File: src/rtl/bsr_pkg.sv
package bsr_pkg;

  localparam int TARGET_W  = 31;
  localparam int ROOT_W    = 26;
  localparam int INT_STEPS = 16;

  typedef logic [1:0] state_t;

endpackage

File: src/rtl/bisection_square_root.sv
// A target word is accepted in IDLE, then RUN settles the decision bits of the
// root from the top bit down. One decision bit is settled per cycle by a single
// shared squarer and compare against target scaled by 2^(2*FRAC_STEPS).
// The root word is then held valid in DONE until root_ready;
// the block takes no new target until the pending root is taken.
// Reset: synchronous, active high; returns to idle and drops root_valid.
module bisection_square_root
  import bsr_pkg::*;
#(
  parameter int FRAC_STEPS  = 10,
  parameter int TARGET_BITS = 31
) (
  input  logic                clk,
  input  logic                rst,
  input  logic                target_valid,
  output logic                target_ready,
  input  logic [TARGET_W-1:0] target,
  output logic                root_valid,
  input  logic                root_ready,
  output logic [ROOT_W-1:0]   root
);

  localparam int OPW  = INT_STEPS + FRAC_STEPS;
  localparam int PW   = $clog2(OPW);
  localparam int TW   = (TARGET_BITS < TARGET_W) ? TARGET_BITS : TARGET_W;
  localparam int SUMW = (OPW + 1 > ROOT_W) ? OPW + 1 : ROOT_W;

  localparam state_t IDLE = 2'd0;
  localparam state_t RUN  = 2'd1;
  localparam state_t DONE = 2'd2;

  state_t              state;
  logic [PW-1:0]       pos;
  logic [OPW-1:0]      left;
  logic [TW-1:0]       t;
  logic [OPW-1:0]      op;
  logic [2*OPW-1:0]    prod;
  logic [2*OPW-1:0]    goal;
  logic                lt;
  logic [OPW-1:0]      left_next;
  logic [SUMW-1:0]     sum;

  assign op        = left | (OPW'(1) << pos);
  assign prod      = op * op;
  assign goal      = (2*OPW)'(t) << (2 * FRAC_STEPS);
  assign lt        = prod < goal;
  assign left_next = lt ? op : left;
  assign sum       = SUMW'(left_next) + SUMW'(lt);

  assign target_ready = (state == IDLE);
  assign root_valid   = (state == DONE);

  always_ff @(posedge clk) begin
    if (rst) begin
      state <= IDLE;
      pos   <= '0;
    end else begin
      unique case (state)
        IDLE: begin
          if (target_valid) begin
            t     <= target[TW-1:0];
            left  <= '0;
            pos   <= PW'(OPW - 1);
            state <= RUN;
          end
        end
        RUN: begin
          left <= left_next;
          if (pos == '0) begin
            root  <= sum[ROOT_W-1:0];
            state <= DONE;
          end else begin
            pos <= pos - 1'b1;
          end
        end
        DONE: begin
          if (root_ready) begin
            state <= IDLE;
          end
        end
        default: begin
          state <= IDLE;
        end
      endcase
    end
  end

endmodule

File: config.mk
export PLATFORM = sky130hd
export DESIGN_NAME = bisection_square_root
export DESIGN_NICKNAME = d
export VERILOG_FILES = /design/src/rtl/bsr_pkg.sv /design/src/rtl/bisection_square_root.sv
export SDC_FILE = /design/constraint.sdc
export NUM_CORES = 1
export LEC_CHECK = 0
export ABC_AREA = 1
export ABC_CLOCK_PERIOD_IN_PS = 11200
export BUFFER_PORTS_ARGS = -buffer_cell sky130_fd_sc_hd__buf_2
export CELL_PAD_IN_SITES_DETAIL_PLACEMENT = 0
export CELL_PAD_IN_SITES_GLOBAL_PLACEMENT = 1
export CORE_MARGIN = 2
export CORE_UTILIZATION = 39
export CTS_CLUSTER_SIZE = 20
export DETAILED_ROUTE_END_ITERATION = 8
export PLACE_DENSITY_LB_ADDON = 0.1
export SYNTH_ARGS = -nofsm -noshare
export SYNTH_HDL_FRONTEND = slang
export SYNTH_SLANG_ARGS = --single-unit
File: constraint.sdc
create_clock -name clk -period 11.2 [get_ports clk]
set_clock_uncertainty 0.05 [all_clocks]
set_input_delay 2.8 -clock clk [delete_from_list [all_inputs] [get_ports clk]]
set_output_delay 2.8 -clock clk [all_outputs]
set_load 0.01 [all_outputs]
Word-level counts from Yosys, hierarchy flattened. Cells that the tools add are included.

Word-level logic and storage cells: 36. Output and inout bits: 28. Flip-flop bits (word level): 90. Input port bits: 35.

Reduce and logical (&&, ||, !) cells: 8. $add $sub $neg: 2. Multiply operators: 1. Magnitude comparators: 1. Mux-type cells: 10. Bitwise logic cells: 2. Shift operators: 1. Equal/unequal tests: 6.

Operators with widths (number): < comparator 52 x 51 -> 1 bit (1); multiplier 26 x 26 -> 52 bit (1); 2-to-1 mux 26 bit (2); case mux 26 bit (2 select lines) (1); adder 26 x 1 -> 26 bit (1); OR 26 bit (1); left shift 1 x 5 -> 26 bit (first input constant) (1); AND reduction 3 bit (5); 2-to-1 mux 5 bit (2); case mux 5 bit (2 select lines) (1); 2-to-1 mux 2 bit (3); inequality test 2 bit (second input constant) (3); case mux 2 bit (3 select lines) (1); logical NOT 5 bit (1); subtractor 5 x 1 -> 5 bit (second input constant) (1); equality test 2 x 1 -> 1 bit (second input constant) (1); equality test 2 bit (second input constant) (1); logical NOT 2 bit (1); inequality test 2 x 1 -> 1 bit (second input constant) (1); nonzero test 2 bit (1); NOT 1 bit (1).

Longest topological paths before layout.
Depth after elaboration: 6. Mapped depth: 60. Depth with buffers taken out: 58.

Least setup slack after synthesis. Ideal clock, no wire load.

Path kind: register -> register. Start point: reg pos[4]. End point: reg root[14] (data pin). Data required time: 10.890 ns. Library setup time: 0.260 ns. Stages on the path, launching flop included: 54. Data arrival time: 9.563 ns. Slack: 1.327 ns. Path through: dfxtp_1 -> clkbuf_1 -> nor2_1 -> a31oi_1 -> clkinv_1 -> clkbuf_1 -> nand2_1 -> inv_1 -> fa_1 -> inv_1 -> fa_1 -> inv_1 -> fa_1 -> inv_1 -> fa_1 -> inv_1 -> fa_1 -> fa_1 -> (+18 left out) -> ha_1 -> inv_1 -> o31ai_1 -> a21oi_1 -> o21bai_1 -> a21oi_1 -> o311ai_1 -> inv_1 -> nand2_4 -> buf_6 -> a21oi_1 -> ha_1 -> inv_1 -> nor2_2 -> nand2_1 -> nor2_1 -> nand2_1 -> xor2_1.

Word-level cells in the longest chain between the ends: 6.

RTL lines: start, declared (line bisection_square_root.sv:33) `logic [PW-1:0] pos;`; start signal, assigned (line bisection_square_root.sv:63) `pos <= PW'(OPW - 1);`; start signal, assigned (line bisection_square_root.sv:73) `pos <= pos - 1'b1;`; left shift 1 x 5 -> 26 bit (*) (line bisection_square_root.sv:43) `assign op = left | (OPW'(1) << pos);`; OR 26 bit (*) (line bisection_square_root.sv:43); multiplier 26 x 26 -> 52 bit (line bisection_square_root.sv:44) `assign prod = op * op;`; < comparator 52 x 51 -> 1 bit (line bisection_square_root.sv:46) `assign lt = prod < goal;`; 2-to-1 mux 26 bit (*) (line bisection_square_root.sv:47) `assign left_next = lt ? op : left;`; named net left_next[1] (line bisection_square_root.sv:40) `logic [OPW-1:0] left_next;`; adder 26 x 1 -> 26 bit (*) (line bisection_square_root.sv:48) `assign sum = SUMW'(left_next) + SUMW'(lt);`; named net sum[14] (line bisection_square_root.sv:41) `logic [SUMW-1:0] sum;`; end signal, assigned (line bisection_square_root.sv:70) `root <= sum[ROOT_W-1:0];`; end, declared (line bisection_square_root.sv:20) `output logic [ROOT_W-1:0] root`.

The timed path passes the listed nets; every way through them passes the cells marked *. A chain may end at the register's enable or synchronous reset.

Worst setup path in the final report.
Start point: reg pos[0]. End point: reg root[10] (data pin).

Same word-level chain as after synthesis.

==> results.cfg <==
[run_status]
status = completed

[clock_network]
cts_buffers = 9
cts_tree = yes
clkTransAtPathRegs_ns = 0.07
cts_buffer_depth = 2
clock_latency_ns = 0.36
clkSinkCount = 90
htree_levels = 3
hold_buffers = 0
cts_root_buf = clkbuf_16

[route]
antenna_left = 0
drt_iter0_markers = 851
firstDrtPassIters = 5
routedWlPerCell_um = 18.7
routed_wirelength_mm = 69.5
num_vias = 17500
via_per_inst = 4.69
route.detailed.drc = 0

[sta]
slew_headroom_pct = 32.7
setup_violations = 0
tightest_slew_ns = 1.01
min_period_over_period_pct = 94.4
finalWorstSetupSlack_ns = 0.630
fin_setup_tns_ns = 0
hold_violations = 0
slew_viol_final = 0
finalCriticalPeriod_ns = 10.57
fmax_mhz = 94.6

[layout]
fill_cells = 6163
nets = 3709
final_cells = 3728
finish.utilization_pct = 43.5
drive_gt1_share_pct = 8.59
areaGrowthSynthToFinish_pct = 9.69

[place]
dpl_worst_slack_ns = 0.132
dp.cells = 3703
gp_congestion = 0.906
dp_hpwl_mm = 59.5
io_buffers = 62

[die]
start_util_pct = 39.6
core.rowCount = 90
die_y_um = 252
dieArea_um2 = 63600
io_pins = 63
die-width_um = 252
core_area_um2 = 60600

[worst_hold_path]
hold_class = reg2reg
min_from = pos[1]
worstHoldPathCells = 2
min_to = pos[1]

[logic_synthesis]
ys.flop_type = edfxtp_1
synth_area_leaders = fa_1, inv_1, ha_1
synth.most_common_cell = inv_1
synth_area_um2 = 24000
synth_nets = 3591
async_flop_share_pct = 0
synth_edf_count = 83
synth_cell_types = 45
syn_inst = 2822
synth_commonest_cells = inv_1, nand2_1, fa_1, ha_1, nor2_1
yosysTopAreaCell = fa_1
post-synth-top-area-fraction_pct = 42.7
yosysWarnings = 0
ys_ff_latch = 90
seq_area_frac_synth_pct = 11.0
synth.avg_cell_area_um2 = 8.51

[global_route]
grt_first_pass_wirelength_mm = 111
grt.total_usage_pct = 23.2
grt_max_degree = 32
overflow = 0
antenna_found_initial = 2
grt_pass1_vias = 19600

[critical_path]
cpPeakStageDelay_ns = 0.56
critPathSlowestCell = fa_1
worstPathRequired_ns = 11.26
worstPathMaxFanout = 25
reg2reg_slack_ns = 0.63
cp.buffers_inverters = 12
worstSetupStartpointType = flip-flop
reg2regPathDepth = 50
r2r-start = pos[0]
cp.arrival_ns = 10.63
worstSetupPathType = reg2reg
cpLargestDelayFamily = adder cells
rr_endpoint = root[10]
cpMostUsedCell = inv_1
crit_path_end_kind = flip-flop

[run]
maxCapViolations = 0
-- cells in the final DEF, fill, tap and decap left out, types with 5 or more instances in the layout --
cell       synthesis  layout
nand3_1           29      29
nor3_1            10       9
o21ai_0           27      26
a21oi_1          100      90
dfxtp_1            7       5
o211ai_1           6       6
nor2_2            13      13
buf_2              1      62
a31oi_1           10       9
nand2_1          533     528
a21oi_2            1      11
nand2_2            9      14
nor2_1           121     118
clkinv_1          12      11
edfxtp_1          83      83
buf_4              0     103
fa_1             512     512
ha_1             222     221
a211oi_1           5       5
clkbuf_16          0       9
inv_1            946     945
o21ai_2            0       5
nand4_1           17      17
xor2_1            38      38
xnor2_1           18      18
-- layer usage --
layer	track usage, %	share of wire, %
met5	0	0.016
met4	5.85	2.6
met3	2.57	3.6
met2	41.8	51
met1	29.7	42
-- final cells by class --
class	instances	area, um2	share of cell area (%)
clock inverters	7	76.3	0.290
flip-flops and latches	90	2640	10.0
clock buffers	9	225	0.855
multi-input cells	1708	17600	66.9
diodes	1	2.50	0.00950
repair buffers	170	1170	4.46
well taps	782	978	3.72
inverters	961	3620	13.7
-- through the flow --
step	hold WS, ns	area, um2
finish	0.473	26300
global route	0.542	26300
CTS	0.462	26200
detailed placement	0.452	25900
global placement	0.454	25900
floorplan	0.422	24000
-- worst max path at each step --
stage,startpoint,to,depth (start not counted)
floorplan,pos[4],root[14],53
global placement,pos[1],root[14],51
detailed placement,pos[1],root[14],51
CTS,pos[1],root[14],51
global route,pos[0],root[24],48
finish,pos[0],root[10],50
-- registers in the layout, summed over array words and instances (netlist names) --
name	flops
state	2
t	31
pos	5
root	26
left	26
-- logic make-up after synthesis --
group | after synthesis | share of synthesized area, %
xor+xnor | 56 | 2.04
fa+ha+maj | 734 | 54.3
simple gates | 744 | 12.6
flops | 90 | 11.0
mux | 1 | 0.0469
buf+inv | 1024 | 16.1
compound gates | 173 | 4.02
-- worst reg2reg max path: cells and delay by family (launching register included) --
family,cells,cell delay [ns]
AOI/OAI and AO/OA,14,2.31
adders and majority gates,11,4.62
xor gates and xnor gates,2,0.35
DFF,1,0.33
buffers and inverters,12,1.19
and+or+nand+nor,11,1.47
-- what timing repair did --
| item | 4_1_cts | 5_1_grt |
|---|---|---|
| resized for setup | 0 | 28 |
| endpoints found under the setup margin | 0 | 24 |
| buffers inserted | 0 | 9 |
Power is not shown: default switching activity piles up to over one toggle a cycle in this logic, so the estimate is an artifact.
